**config.mk**
```make
export PLATFORM = sky130hd
export DESIGN_NAME = system_control_register_block_core
export DESIGN_NICKNAME = d
export VERILOG_FILES = /design/src/sv/scrb_pkg.sv /design/src/sv/scrb_front.sv /design/src/sv/scrb_queue.sv /design/src/sv/scrb_back.sv /design/src/sv/system_control_register_block_core.sv
export VERILOG_INCLUDE_DIRS = /design/src /design/src/sv
export SDC_FILE = /design/constraint.sdc
export NUM_CORES = 1
export LEC_CHECK = 0
export ABC_AREA = 1
export BUFFER_PORTS_ARGS = -buffer_cell sky130_fd_sc_hd__buf_2
export CAP_MARGIN = 20
export CORE_MARGIN = 2
export CORE_UTILIZATION = 38
export CTS_CLUSTER_SIZE = 10
export DETAILED_ROUTE_END_ITERATION = 8
export HOLD_SLACK_MARGIN = 0.02
export SYNTH_ARGS = -nofsm -noshare
export SYNTH_HDL_FRONTEND = slang
export SYNTH_SLANG_ARGS = --single-unit
```
**constraint.sdc**
```tcl
create_clock -name clk -period 5.5 [get_ports clk]
set_clock_uncertainty 0.1 [all_clocks]
set_input_delay 0.55 -clock clk [delete_from_list [all_inputs] [get_ports clk]]
set_output_delay 0.55 -clock clk [all_outputs]
set_load 0.01 [all_outputs]
```
**src/sv/system_control_register_block_core_assert.svh**
```systemverilog
// ----------------------------------------------------------------------------
// System control register block - assertion macros
// Shared property forms for the checks inside the core's modules.
// ----------------------------------------------------------------------------
`ifndef SYSTEM_CONTROL_REGISTER_BLOCK_CORE_ASSERT_SVH
`define SYSTEM_CONTROL_REGISTER_BLOCK_CORE_ASSERT_SVH

// Same-cycle implication, disabled while in reset.
`define SCRB_ASSERT_IMPL(label, clk, rst, ante, cons) \
  label: assert property (@(posedge clk) disable iff (rst) (ante) |-> (cons)) \
    else $error("scrb: same-cycle check failed");

// Next-cycle implication, disabled while in reset.
`define SCRB_ASSERT_NEXT(label, clk, rst, ante, cons) \
  label: assert property (@(posedge clk) disable iff (rst) (ante) |=> (cons)) \
    else $error("scrb: next-cycle check failed");

`endif

```
**src/sv/scrb_pkg.sv**
```systemverilog
// ----------------------------------------------------------------------------
// System control register block - package
// Register offsets, part numbers, access classification and shared types.
// ----------------------------------------------------------------------------
package scrb_pkg;

  localparam int NumOscClocks = 4;
  localparam int NumLeds      = 8;
  localparam int QueueDepth   = 2;
  localparam int PaddrW       = 5;

  localparam logic [11:0] PartA = 12'h524;
  localparam logic [11:0] PartB = 12'h547;
  localparam logic [11:0] PartC = 12'h536;

  localparam logic [11:0] OffCfg0    = 12'h000;
  localparam logic [11:0] OffCfg1    = 12'h004;
  localparam logic [11:0] OffCfg2    = 12'h008;
  localparam logic [11:0] OffCfg3    = 12'h00c;
  localparam logic [11:0] OffCfg4    = 12'h010;
  localparam logic [11:0] OffCfg5    = 12'h014;
  localparam logic [11:0] OffCfg6    = 12'h018;
  localparam logic [11:0] OffCfg7    = 12'h01c;
  localparam logic [11:0] OffChRdata = 12'h0a0;
  localparam logic [11:0] OffChOdata = 12'h0a4;
  localparam logic [11:0] OffChCtrl  = 12'h0a8;
  localparam logic [11:0] OffChStat  = 12'h0ac;
  localparam logic [11:0] OffDll     = 12'h100;
  localparam logic [11:0] OffAuxId   = 12'hff8;
  localparam logic [11:0] OffId      = 12'hffc;

  localparam logic [31:0] ChCtrlReset   = 32'h0010_0000;
  localparam logic [31:0] ChCtrlClrMask = 32'hbc0f_f000;
  localparam logic [23:0] DllFixedBits  = 24'hff_0001;
  localparam logic [5:0]  FnOscClock    = 6'd1;
  localparam logic [2:0]  OscCountReset = 3'd3;

  typedef enum logic [3:0] {
    SEL_CFG0, SEL_CFG1, SEL_CFG2, SEL_CFG3, SEL_CFG4, SEL_CFG5, SEL_CFG6, SEL_CFG7,
    SEL_CH_RDATA, SEL_CH_ODATA, SEL_CH_CTRL, SEL_CH_STAT, SEL_DLL, SEL_AUX_ID,
    SEL_ID, SEL_NONE
  } reg_sel_t;

  typedef enum logic [2:0] {
    CFG_BOARD_ID, CFG_AUX_ID, CFG_CFG4_VALUE, CFG_CFG0_RESET, CFG_OSC_COUNT,
    CFG_OSC0_RESET, CFG_OSC1_RESET, CFG_OSC2_RESET
  } cfg_idx_t;

  // One classified bus transaction as it sits in the queue.
  typedef struct packed {
    logic        wr;
    reg_sel_t    sel;
    logic        bad;
    logic [31:0] data;
  } acc_t;

  typedef struct packed {
    logic        en;
    cfg_idx_t    idx;
    logic [31:0] data;
  } cfg_wr_t;

endpackage

```
**src/sv/scrb_front.sv**
```systemverilog
// ----------------------------------------------------------------------------
// System control register block - front end
// Accepts transactions, decodes the offset, flags absent regs and bad writes.
// ----------------------------------------------------------------------------
module scrb_front (
  input  logic                   in_valid,
  output logic                   in_ready,
  input  logic                   opcode,
  input  logic [11:0]            byte_offset,
  input  logic [31:0]            write_data,
  input  logic [11:0]            part_number,
  input  logic                   q_full,
  output logic                   q_push,
  output scrb_pkg::acc_t         q_entry
);
  import scrb_pkg::*;

  reg_sel_t sel;
  logic     bad;
  logic     has_cfg2_5;
  logic     has_cfg6;
  logic     has_cfg7;

  assign has_cfg2_5 = (part_number == PartA) || (part_number == PartB) ||
                      (part_number == PartC);
  assign has_cfg6   = (part_number == PartA) || (part_number == PartC);
  assign has_cfg7   = (part_number == PartC);

  always_comb begin
    unique case (byte_offset)
      OffCfg0:    sel = SEL_CFG0;
      OffCfg1:    sel = SEL_CFG1;
      OffCfg2:    sel = SEL_CFG2;
      OffCfg3:    sel = SEL_CFG3;
      OffCfg4:    sel = SEL_CFG4;
      OffCfg5:    sel = SEL_CFG5;
      OffCfg6:    sel = SEL_CFG6;
      OffCfg7:    sel = SEL_CFG7;
      OffChRdata: sel = SEL_CH_RDATA;
      OffChOdata: sel = SEL_CH_ODATA;
      OffChCtrl:  sel = SEL_CH_CTRL;
      OffChStat:  sel = SEL_CH_STAT;
      OffDll:     sel = SEL_DLL;
      OffAuxId:   sel = SEL_AUX_ID;
      OffId:      sel = SEL_ID;
      default:    sel = SEL_NONE;
    endcase
  end

  always_comb begin
    unique case (sel) inside
      SEL_NONE:                                        bad = 1'b1;
      SEL_CFG2, SEL_CFG5:                              bad = !has_cfg2_5;
      // cfg3 only exists on parts without cfg2/cfg5, and never takes writes
      SEL_CFG3:                                        bad = opcode || has_cfg2_5;
      SEL_CFG6:                                        bad = !has_cfg6;
      SEL_CFG7:                                        bad = !has_cfg7;
      SEL_CFG4, SEL_CH_RDATA, SEL_CH_STAT, SEL_AUX_ID,
      SEL_ID:                                          bad = opcode;
      default:                                         bad = 1'b0;
    endcase
  end

  assign in_ready      = !q_full;
  assign q_push        = in_valid && !q_full;
  assign q_entry.wr    = opcode;
  assign q_entry.sel   = sel;
  assign q_entry.bad   = bad;
  assign q_entry.data  = write_data;

endmodule

```
**src/sv/scrb_queue.sv**
```systemverilog
// ----------------------------------------------------------------------------
// System control register block - transaction queue
// Short FIFO of classified transactions between the front and back ends.
// ----------------------------------------------------------------------------
`include "system_control_register_block_core_assert.svh"

module scrb_queue (
  input  logic           clk,
  input  logic           rst,
  input  logic           push,
  input  scrb_pkg::acc_t push_entry,
  input  logic           pop,
  output logic           full,
  output logic           not_empty,
  output scrb_pkg::acc_t head
);
  import scrb_pkg::*;

  localparam int PtrW = (QueueDepth > 1) ? $clog2(QueueDepth) : 1;
  localparam int CntW = $clog2(QueueDepth + 1);

  acc_t            slots [QueueDepth];
  logic [PtrW-1:0] wr_ptr;
  logic [PtrW-1:0] rd_ptr;
  logic [CntW-1:0] count;

  function automatic logic [PtrW-1:0] ptr_inc(input logic [PtrW-1:0] p);
    ptr_inc = (p == PtrW'(QueueDepth - 1)) ? '0 : p + PtrW'(1);
  endfunction

  assign full      = (count == CntW'(QueueDepth));
  assign not_empty = (count != '0);
  assign head      = slots[rd_ptr];

  always_ff @(posedge clk) begin
    if (push) begin
      slots[wr_ptr] <= push_entry;
    end
  end

  always_ff @(posedge clk) begin
    if (rst) begin
      wr_ptr <= '0;
      rd_ptr <= '0;
      count  <= '0;
    end else begin
      if (push) begin
        wr_ptr <= ptr_inc(wr_ptr);
      end
      if (pop) begin
        rd_ptr <= ptr_inc(rd_ptr);
      end
      if (push && !pop) begin
        count <= count + CntW'(1);
      end else if (pop && !push) begin
        count <= count - CntW'(1);
      end
    end
  end

  `SCRB_ASSERT_NEXT(a_q_count_up, clk, rst, push && !pop, count == $past(count) + CntW'(1))
  `SCRB_ASSERT_NEXT(a_q_count_dn, clk, rst, pop && !push, count == $past(count) - CntW'(1))
  `SCRB_ASSERT_IMPL(a_q_no_underflow, clk, rst, pop, count != '0)

endmodule

```
**src/sv/scrb_back.sv**
```systemverilog
// ----------------------------------------------------------------------------
// System control register block - back end
// Holds the register state and straps, executes one queued transaction per
// cycle while the output register is empty or read, serves the strap port.
// ----------------------------------------------------------------------------
`include "system_control_register_block_core_assert.svh"

module scrb_back #(
  parameter int NUM_OSC_CLOCKS = scrb_pkg::NumOscClocks,
  parameter int NUM_LEDS       = scrb_pkg::NumLeds
) (
  input  logic                clk,
  input  logic                rst,
  input  logic                q_valid,
  input  scrb_pkg::acc_t      q_head,
  output logic                q_pop,
  output logic                out_valid,
  input  logic                out_ready,
  output logic [31:0]         read_data,
  output logic                offset_error,
  output logic                remap_level,
  output logic [7:0]          led_levels,
  input  scrb_pkg::cfg_wr_t   cfg_wr,
  input  scrb_pkg::cfg_idx_t  cfg_rd_idx,
  output logic [31:0]         cfg_rd_data,
  output logic [11:0]         part_number
);
  import scrb_pkg::*;

  localparam int OscIdxW = (NUM_OSC_CLOCKS > 1) ? $clog2(NUM_OSC_CLOCKS) : 1;

  // straps
  logic [31:0] board_id_word;
  logic [31:0] aux_id_word;
  logic [31:0] cfg4_value;
  logic [31:0] cfg0_reset_value;
  logic [2:0]  osc_count;
  logic [31:0] osc_rst [3];

  // register state
  logic [31:0] ctrl_reg0, ctrl_reg1, ctrl_reg2, ctrl_reg5, ctrl_reg6, ctrl_reg7;
  logic [31:0] ch_rdata, ch_odata, ch_ctrl;
  logic [1:0]  ch_stat;
  logic [7:0]  lock_mask;
  logic [31:0] osc_words [NUM_OSC_CLOCKS];

  logic [31:0] ctrl_reg0_next, ctrl_reg1_next, ctrl_reg2_next, ctrl_reg5_next;
  logic [31:0] ctrl_reg6_next, ctrl_reg7_next;
  logic [31:0] ch_rdata_next, ch_odata_next, ch_ctrl_next;
  logic [1:0]  ch_stat_next;
  logic [7:0]  lock_mask_next;

  logic        exec;
  logic [31:0] rdata;
  logic        osc_we;
  logic [11:0] dev;
  logic [5:0]  fn;
  logic [4:0]  osc_limit;
  logic        dev_ok;
  logic [7:0]  leds;
  logic [1:0]  osc_cfg_sel;
  logic        osc_cfg_hit;

  assign part_number = board_id_word[15:4];
  assign exec        = q_valid && (!out_valid || out_ready);
  assign q_pop       = exec;

  // channel decode works on the written value
  assign dev       = q_head.data[11:0];
  assign fn        = q_head.data[25:20];
  assign osc_limit = (5'(osc_count) > 5'(NUM_OSC_CLOCKS)) ? 5'(NUM_OSC_CLOCKS)
                                                          : 5'(osc_count);
  assign dev_ok    = (fn == FnOscClock) && (dev < 12'(osc_limit));

  always_comb begin
    ctrl_reg0_next = ctrl_reg0;
    ctrl_reg1_next = ctrl_reg1;
    ctrl_reg2_next = ctrl_reg2;
    ctrl_reg5_next = ctrl_reg5;
    ctrl_reg6_next = ctrl_reg6;
    ctrl_reg7_next = ctrl_reg7;
    ch_rdata_next  = ch_rdata;
    ch_odata_next  = ch_odata;
    ch_ctrl_next   = ch_ctrl;
    ch_stat_next   = ch_stat;
    lock_mask_next = lock_mask;
    osc_we         = 1'b0;
    rdata          = '0;
    if (!q_head.bad) begin
      if (q_head.wr) begin
        unique case (q_head.sel)
          SEL_CFG0:     ctrl_reg0_next = q_head.data;
          SEL_CFG1:     ctrl_reg1_next = q_head.data;
          SEL_CFG2:     ctrl_reg2_next = q_head.data;
          SEL_CFG5:     ctrl_reg5_next = q_head.data;
          SEL_CFG6:     ctrl_reg6_next = q_head.data;
          SEL_CFG7:     ctrl_reg7_next = q_head.data;
          SEL_CH_ODATA: ch_odata_next  = q_head.data;
          SEL_CH_CTRL: begin
            ch_ctrl_next = q_head.data & ~ChCtrlClrMask;
            ch_stat_next = 2'b00;
            if (q_head.data[31]) begin
              ch_stat_next[0] = 1'b1;
              if (!dev_ok) begin
                ch_stat_next[1] = 1'b1;
              end else if (q_head.data[30]) begin
                osc_we = 1'b1;
              end else begin
                ch_rdata_next = osc_words[dev[OscIdxW-1:0]];
              end
            end
          end
          SEL_DLL:      lock_mask_next = q_head.data[31:24];
          default:      ;
        endcase
      end else begin
        unique case (q_head.sel)
          SEL_CFG0:     rdata = ctrl_reg0;
          SEL_CFG1:     rdata = ctrl_reg1;
          SEL_CFG2:     rdata = ctrl_reg2;
          SEL_CFG4:     rdata = cfg4_value;
          SEL_CFG5:     rdata = ctrl_reg5;
          SEL_CFG6:     rdata = ctrl_reg6;
          SEL_CFG7:     rdata = ctrl_reg7;
          SEL_CH_RDATA: rdata = ch_rdata;
          SEL_CH_ODATA: rdata = ch_odata;
          SEL_CH_CTRL:  rdata = ch_ctrl;
          SEL_CH_STAT:  rdata = {30'd0, ch_stat};
          SEL_DLL:      rdata = {lock_mask, DllFixedBits};
          SEL_AUX_ID:   rdata = aux_id_word;
          SEL_ID:       rdata = board_id_word;
          default:      rdata = '0;
        endcase
      end
    end
  end

  // LED and remap lines follow the state after this transaction
  always_comb begin
    for (int i = 0; i < 8; i++) begin
      leds[i] = (i < NUM_LEDS) ? ctrl_reg1_next[i] : 1'b0;
    end
  end

  assign osc_cfg_hit = (cfg_wr.idx == CFG_OSC0_RESET) || (cfg_wr.idx == CFG_OSC1_RESET) ||
                       (cfg_wr.idx == CFG_OSC2_RESET);
  assign osc_cfg_sel = 2'(cfg_wr.idx - CFG_OSC0_RESET);

  // straps
  always_ff @(posedge clk) begin
    if (rst) begin
      board_id_word    <= '0;
      aux_id_word      <= '0;
      cfg4_value       <= '0;
      cfg0_reset_value <= '0;
      osc_count        <= OscCountReset;
      for (int i = 0; i < 3; i++) begin
        osc_rst[i] <= '0;
      end
    end else if (cfg_wr.en) begin
      unique case (cfg_wr.idx)
        CFG_BOARD_ID:   board_id_word    <= cfg_wr.data;
        CFG_AUX_ID:     aux_id_word      <= cfg_wr.data;
        CFG_CFG4_VALUE: cfg4_value       <= cfg_wr.data;
        CFG_CFG0_RESET: cfg0_reset_value <= cfg_wr.data;
        CFG_OSC_COUNT:  osc_count        <= cfg_wr.data[2:0];
        CFG_OSC0_RESET: osc_rst[0]       <= cfg_wr.data;
        CFG_OSC1_RESET: osc_rst[1]       <= cfg_wr.data;
        CFG_OSC2_RESET: osc_rst[2]       <= cfg_wr.data;
        default:        ;
      endcase
    end
  end

  always_ff @(posedge clk) begin
    if (rst) begin
      ctrl_reg0 <= '0;
      ctrl_reg1 <= '0;
      ctrl_reg2 <= '0;
      ctrl_reg5 <= '0;
      ctrl_reg6 <= '0;
      ctrl_reg7 <= '0;
      ch_rdata  <= '0;
      ch_odata  <= '0;
      ch_ctrl   <= ChCtrlReset;
      ch_stat   <= '0;
      lock_mask <= '1;
    end else if (exec) begin
      ctrl_reg0 <= ctrl_reg0_next;
      ctrl_reg1 <= ctrl_reg1_next;
      ctrl_reg2 <= ctrl_reg2_next;
      ctrl_reg5 <= ctrl_reg5_next;
      ctrl_reg6 <= ctrl_reg6_next;
      ctrl_reg7 <= ctrl_reg7_next;
      ch_rdata  <= ch_rdata_next;
      ch_odata  <= ch_odata_next;
      ch_ctrl   <= ch_ctrl_next;
      ch_stat   <= ch_stat_next;
      lock_mask <= lock_mask_next;
    end else if (cfg_wr.en && cfg_wr.idx == CFG_CFG0_RESET) begin
      // strap takes effect at once
      ctrl_reg0 <= cfg_wr.data;
    end
  end

  always_ff @(posedge clk) begin
    for (int i = 0; i < NUM_OSC_CLOCKS; i++) begin
      if (rst) begin
        osc_words[i] <= '0;
      end else if (exec && osc_we && int'(dev) == i) begin
        osc_words[i] <= ch_odata;
      end else if (!exec && cfg_wr.en && osc_cfg_hit && int'(osc_cfg_sel) == i) begin
        osc_words[i] <= cfg_wr.data;
      end
    end
  end

  // output register
  always_ff @(posedge clk) begin
    if (rst) begin
      out_valid <= 1'b0;
    end else if (exec) begin
      out_valid <= 1'b1;
    end else if (out_ready) begin
      out_valid <= 1'b0;
    end
  end

  always_ff @(posedge clk) begin
    if (exec) begin
      read_data    <= rdata;
      offset_error <= q_head.bad;
      remap_level  <= (part_number != PartC) ? ctrl_reg0_next[0] : 1'b0;
      led_levels   <= (part_number != PartC) ? leds : 8'd0;
    end
  end

  always_comb begin
    unique case (cfg_rd_idx)
      CFG_BOARD_ID:   cfg_rd_data = board_id_word;
      CFG_AUX_ID:     cfg_rd_data = aux_id_word;
      CFG_CFG4_VALUE: cfg_rd_data = cfg4_value;
      CFG_CFG0_RESET: cfg_rd_data = cfg0_reset_value;
      CFG_OSC_COUNT:  cfg_rd_data = {29'd0, osc_count};
      CFG_OSC0_RESET: cfg_rd_data = osc_rst[0];
      CFG_OSC1_RESET: cfg_rd_data = osc_rst[1];
      CFG_OSC2_RESET: cfg_rd_data = osc_rst[2];
      default:        cfg_rd_data = '0;
    endcase
  end

  `SCRB_ASSERT_IMPL(a_ch_err_has_done, clk, rst, ch_stat[1], ch_stat[0])
  `SCRB_ASSERT_IMPL(a_ch_ctrl_clear, clk, rst, 1'b1, (ch_ctrl & ChCtrlClrMask) == 32'd0)
  `SCRB_ASSERT_IMPL(a_bad_reads_zero, clk, rst, out_valid && offset_error, read_data == 32'd0)

endmodule

```
**src/sv/system_control_register_block_core.sv**
```systemverilog
// ----------------------------------------------------------------------------
// System control register block - top level
// Bus transaction channel, result channel and strap configuration port.
// ----------------------------------------------------------------------------
// Takes one register transaction per cycle while the queue has room and
// returns one result for each, in order. The front end decodes the offset
// against the part number from the ID strap and drops the transaction into a
// two-entry queue; the back end executes the queue head against the register
// state and loads the output register, so a stalled output costs throughput
// only once the queue fills. Sustained rate is one transaction per cycle while
// results are taken, set by the single execute step in the back end. Straps
// sit on the APB port at 4-byte spacing and take effect at once.
module system_control_register_block_core #(
  parameter int NUM_OSC_CLOCKS = scrb_pkg::NumOscClocks,
  parameter int NUM_LEDS       = scrb_pkg::NumLeds
) (
  input  logic                        clk,
  input  logic                        rst,
  input  logic                        in_valid,
  output logic                        in_ready,
  input  logic                        opcode,
  input  logic [11:0]                 byte_offset,
  input  logic [31:0]                 write_data,
  output logic                        out_valid,
  input  logic                        out_ready,
  output logic [31:0]                 read_data,
  output logic                        offset_error,
  output logic                        remap_level,
  output logic [7:0]                  led_levels,
  input  logic                        psel,
  input  logic                        penable,
  input  logic                        pwrite,
  input  logic [scrb_pkg::PaddrW-1:0] paddr,
  input  logic [31:0]                 pwdata,
  output logic [31:0]                 prdata,
  output logic                        pready
);
  import scrb_pkg::*;

  acc_t        q_entry;
  acc_t        q_head;
  logic        q_push;
  logic        q_pop;
  logic        q_full;
  logic        q_valid;
  logic [11:0] part_number;
  cfg_wr_t     cfg_wr;
  cfg_idx_t    cfg_rd_idx;

  assign pready      = 1'b1;
  assign cfg_rd_idx  = cfg_idx_t'(paddr[PaddrW-1:2]);
  assign cfg_wr.en   = psel && penable && pwrite;
  assign cfg_wr.idx  = cfg_rd_idx;
  assign cfg_wr.data = pwdata;

  scrb_front u_front (
    .in_valid    (in_valid),
    .in_ready    (in_ready),
    .opcode      (opcode),
    .byte_offset (byte_offset),
    .write_data  (write_data),
    .part_number (part_number),
    .q_full      (q_full),
    .q_push      (q_push),
    .q_entry     (q_entry)
  );

  scrb_queue u_queue (
    .clk        (clk),
    .rst        (rst),
    .push       (q_push),
    .push_entry (q_entry),
    .pop        (q_pop),
    .full       (q_full),
    .not_empty  (q_valid),
    .head       (q_head)
  );

  scrb_back #(
    .NUM_OSC_CLOCKS (NUM_OSC_CLOCKS),
    .NUM_LEDS       (NUM_LEDS)
  ) u_back (
    .clk          (clk),
    .rst          (rst),
    .q_valid      (q_valid),
    .q_head       (q_head),
    .q_pop        (q_pop),
    .out_valid    (out_valid),
    .out_ready    (out_ready),
    .read_data    (read_data),
    .offset_error (offset_error),
    .remap_level  (remap_level),
    .led_levels   (led_levels),
    .cfg_wr       (cfg_wr),
    .cfg_rd_idx   (cfg_rd_idx),
    .cfg_rd_data  (prdata),
    .part_number  (part_number)
  );

endmodule
```
==> summary.txt <==
Worst setup path
  • Worst setup SP type: flip-flop
  • Worst Path Required: a little under 6 ns
  • CP bufs+invs: 5
  • Slowest Stage Delay on Critical Path: 0.45 ns
  • Worst path arrival time: between 4 and 5 ns
  • Critical path's top delay family: buffers and inverters
  • WS Path Type: flip-flop to flip-flop
  • FF-to-FF path depth: 15
  • Worst path most repeated cell: nand2_1
  • Critical-path top delay cell: nor2_1
  • R2R Path End: u_back.read_data[24]$_SDFFCE_PP0P_
  • CP Max Fanout: 42
  • R2r setup slk: 1.46 ns
  • Worst-path cell chain: buf_4 > nand2_1 > nand2_2 > inv_2 > nor2_1 > buf_4 > nand2_1 > buf_4 > inv_2 > nand2_1 > o21ai_0 > a21oi_1 > nand2_1 > nor2_1 > nor2_1
  • CP endpoint kind: flip-flop

Yosys
  • Mapped Avg Cell Area: between 8 and 9 µm²
  • Synth top area share: 0.307
  • Post-synth top cells: nand2_1 (652), nor2_1 (452), a21oi_1 (437)
  • Post-synthesis sequential area ratio: 0.560
  • Post-synth EDFFs: roughly 340
  • Synthesis warning total: 0
  • Top-count cell post-synth: nand2_1
  • Synth Instances: about 3,900
  • Yosys reg bits: 764
  • Synth Cell Area: 33,400 µm²
  • Area contributors post-synth: edfxtp_1 (31%), dfxtp_1 (25%), nand2_1 (7.3%), a21oi_1 (6.5%), o21ai_0 (6.4%)
  • Post-synth cell types: 48
  • Ys async rst share: 0
  • Synthesized net count: 3,976
  • Yosys top cell by area: edfxtp_1
  • Synth Flop Type: dfxtp_1

Cells and area
  • Final Non-Filler Cells: ~5,200
  • Fill cells: 8,475
  • Layout area overhead: 14.9%
  • Fraction of layout cells with a size suffix above 1: 0.120
  • Nets: approximately 4,100

Worst hold path
  • Hold Path Class: input port to flip-flop
  • Hold depth: 3
  • Hold EP: u_back.osc_words[0][3]$_DFFE_PP_
  • Hold_sp: pwdata[3]

Placement
  • I/O Buffers: approximately 160
  • Placed Cells: 5,046
  • Post-DP HPWL: 85,500 µm
  • Placer Congestion: 0.961

Timing
  • Period utilization: 0.734
  • RSZ-0062 raised after global routing: no
  • Final setup TNS: 0 ns
  • Rel. slew slack: 0.248
  • Minimum clock period: 4.04 ns
  • Slew @ Worst Pin: ~1.1 ns
  • Final Setup Violations: 0
  • Slew Viols, Final: 0
  • Final hold vios: 0
  • Fmax: roughly 250 MHz

Global routing
  • GR peak layer: met2
  • Grt met1 use: 0.362
  • Met3 Use GR: 0.0605
  • Initial antenna violation count: 10
  • Pin count of the biggest net entering global routing: 98
  • Number of global-route vias before repair: 26,900
  • Grt ovf: 0
  • GRT met2 Usage: 0.412
  • Global-route wire length before repair: 182,000 µm
  • Aggregate global-route resource usage: 0.273

Detailed routing
  • Number of vias per cell: ~5.6
  • Drt pass-1 iters: 6
  • Initial drt markers: 3,851
  • Avg WL per Cell: 24.0 µm
  • Antenna viol nets, final: 0
  • Via count: around 29,000
  • Drt drc: 0
  • Routed wire length: 126,000 µm

Pwr
  • Pwr Density: 382 nW/µm²
  • Worst VDD drop: 261 µV
  • LEAKAGE: roughly 14 nW

Clock tree
  • Root Buffer: clkbuf_16
  • Clk buf depth: 3
  • Clock Sinks: ~760
  • TritonCTS buffer count: approximately 90
  • Clk slew on worst S/H paths: 0.06 ns
  • H-tree depth: 3
  • Cts repair resizes: 0
  • Worst skew pair latency: approximately 0.67 ns
  • CTS tree: built

Floorplan
  • Die Y: 300 µm
  • Site row count: 108
  • Core box area: slightly below 90,000 µm²
  • Die width: 300 µm
  • Initial Util: 0.384
  • Die area: about 90,000 µm²
  • Boundary Pins: ~170

Status
  • Status: finished, final reports clean

Flow run
  • Max_cap viols: 0
per-layer routing:
layer	share of wire	vias up
met1	0.40	13900
met4	0.056	4
met3	0.10	340
met2	0.44	1652
met5	0.00030	-
li1	-	13500
per-stage QoR:
step | total power [mW] | utilization | cell area [µm²] | setup slack (ns) | hold WS [ns]
2_1_floorplan | 7.92 | - | 33400 | 0.972 | 0.325
3_3_place_gp | 9.15 | 0.407 | 35400 | 1.65 | 0.334
3_5_place_dp | 9.18 | 0.408 | 35400 | 1.59 | 0.339
4_1_cts | 14.6 | 0.441 | 38300 | 1.57 | 0.0639
5_1_grt | 15.1 | 0.442 | 38400 | 1.29 | 0.118
6_report | 14.7 | 0.442 | 38400 | 1.46 | 0.0987
worst register-to-register path, cell delays in order, from the launching register on:
cell and delay [ns]:
dfxtp_1 0.36, buf_4 0.44, nand2_1 0.13, nand2_2 0.18, inv_2 0.14, nor2_1 0.45, buf_4 0.28, nand2_1 0.07
buf_4 0.25, inv_2 0.38, nand2_1 0.09, o21ai_0 0.28, a21oi_1 0.08, nand2_1 0.09, nor2_1 0.04, nor2_1 0.39
final cells by class:
class                           instances  area [µm²]  share of cell area
Sequential cell                       764       18700               0.488
Inverter                              357        1350              0.0352
Tap cell                             1155        1450              0.0377
Multi-Input combinational cell       2519       12400               0.322
Clock inverter                          6        85.1             0.00222
Antenna cell                            5        12.5            0.000326
Clock buffer                          152        2530              0.0658
Timing Repair Buffer                  285        1890              0.0492
what timing repair did:
| item | in CTS | in global routing |
|---|---|---|
| buffers inserted | 0 | 0 |
| hold buffers | 33 | 0 |
| hold endpoints to repair | 66 | 0 |
worst max-delay path by stage:
stage | from | endpoint | slack [ns] | cells after the start
floorplan | paddr[4] | u_back.osc_rst[0][64]$_DFFE_PP_ | 0.97 | 6
finish | flip-flop | u_back.read_data[24]$_SDFFCE_PP0P_ | 1.46 | 15
global route | flip-flop | u_back.ctrl_reg5[7]$_SDFFE_PP0P_ | 1.29 | 12
CTS | flip-flop | u_back.ctrl_reg5[7]$_SDFFE_PP0P_ | 1.57 | 12
global placement | flip-flop | u_back.ctrl_reg5[7]$_SDFFE_PP0P_ | 1.65 | 12
detailed placement | flip-flop | u_back.ctrl_reg5[1]$_SDFFE_PP0P_ | 1.59 | 12
cells by family (layout without fill, tap and decap cells):
logic type	count (synthesis)	after routing	synth area share
AND/OR/NAND/NOR	1373	1373	0.171
other	1	6	0.000112
adder cells (fa/ha/maj)	3	3	0.00112
flip-flops	764	764	0.560
AO/OA/AOI/OAI	1142	1142	0.193
buffers and inverters	601	800	0.0737
report_power, final:
group	switching [mW]	internal (mW)	leakage [nW]
combinational	2.14	0.581	6.14
clock	2.39	3.11	1.25
sequential	0.106	6.32	6.73
total	4.64	10.0	14.1
state kept, by name (all words and copies together), names as in the netlist, 19 cells and up, named ones only:
name	cells
u_back.osc_words	128
u_back.osc_rst	96
u_queue.slots	76
u_back.aux_id_word	32
u_back.board_id_word	32
u_back.cfg0_reset_value	32
u_back.cfg4_value	32
u_back.ch_odata	32
u_back.ch_rdata	32
u_back.ctrl_reg0	32
u_back.ctrl_reg1	32
u_back.ctrl_reg2	32
u_back.ctrl_reg5	32
u_back.ctrl_reg6	32
u_back.ctrl_reg7	32
u_back.read_data	32
u_back.ch_ctrl	19
cells in the final DEF, fill, tap and decap left out, drive strengths merged, types with 13 or more instances in the layout:
| master | count |
|---|---|
| o21ai | 497 |
| a221oi | 48 |
| a21oi | 437 |
| dfxtp | 422 |
| clkbuf | 152 |
| buf | 252 |
| dlygate4sd3 | 33 |
| nand2 | 663 |
| o211ai | 26 |
| o22ai | 35 |
| nor3 | 27 |
| nand3 | 159 |
| nand4 | 26 |
| inv | 357 |
| a22oi | 13 |
| edfxtp | 342 |
| a211oi | 49 |
| nor2 | 479 |
| a32oi | 13 |
(Power assumes the default switching activity.)
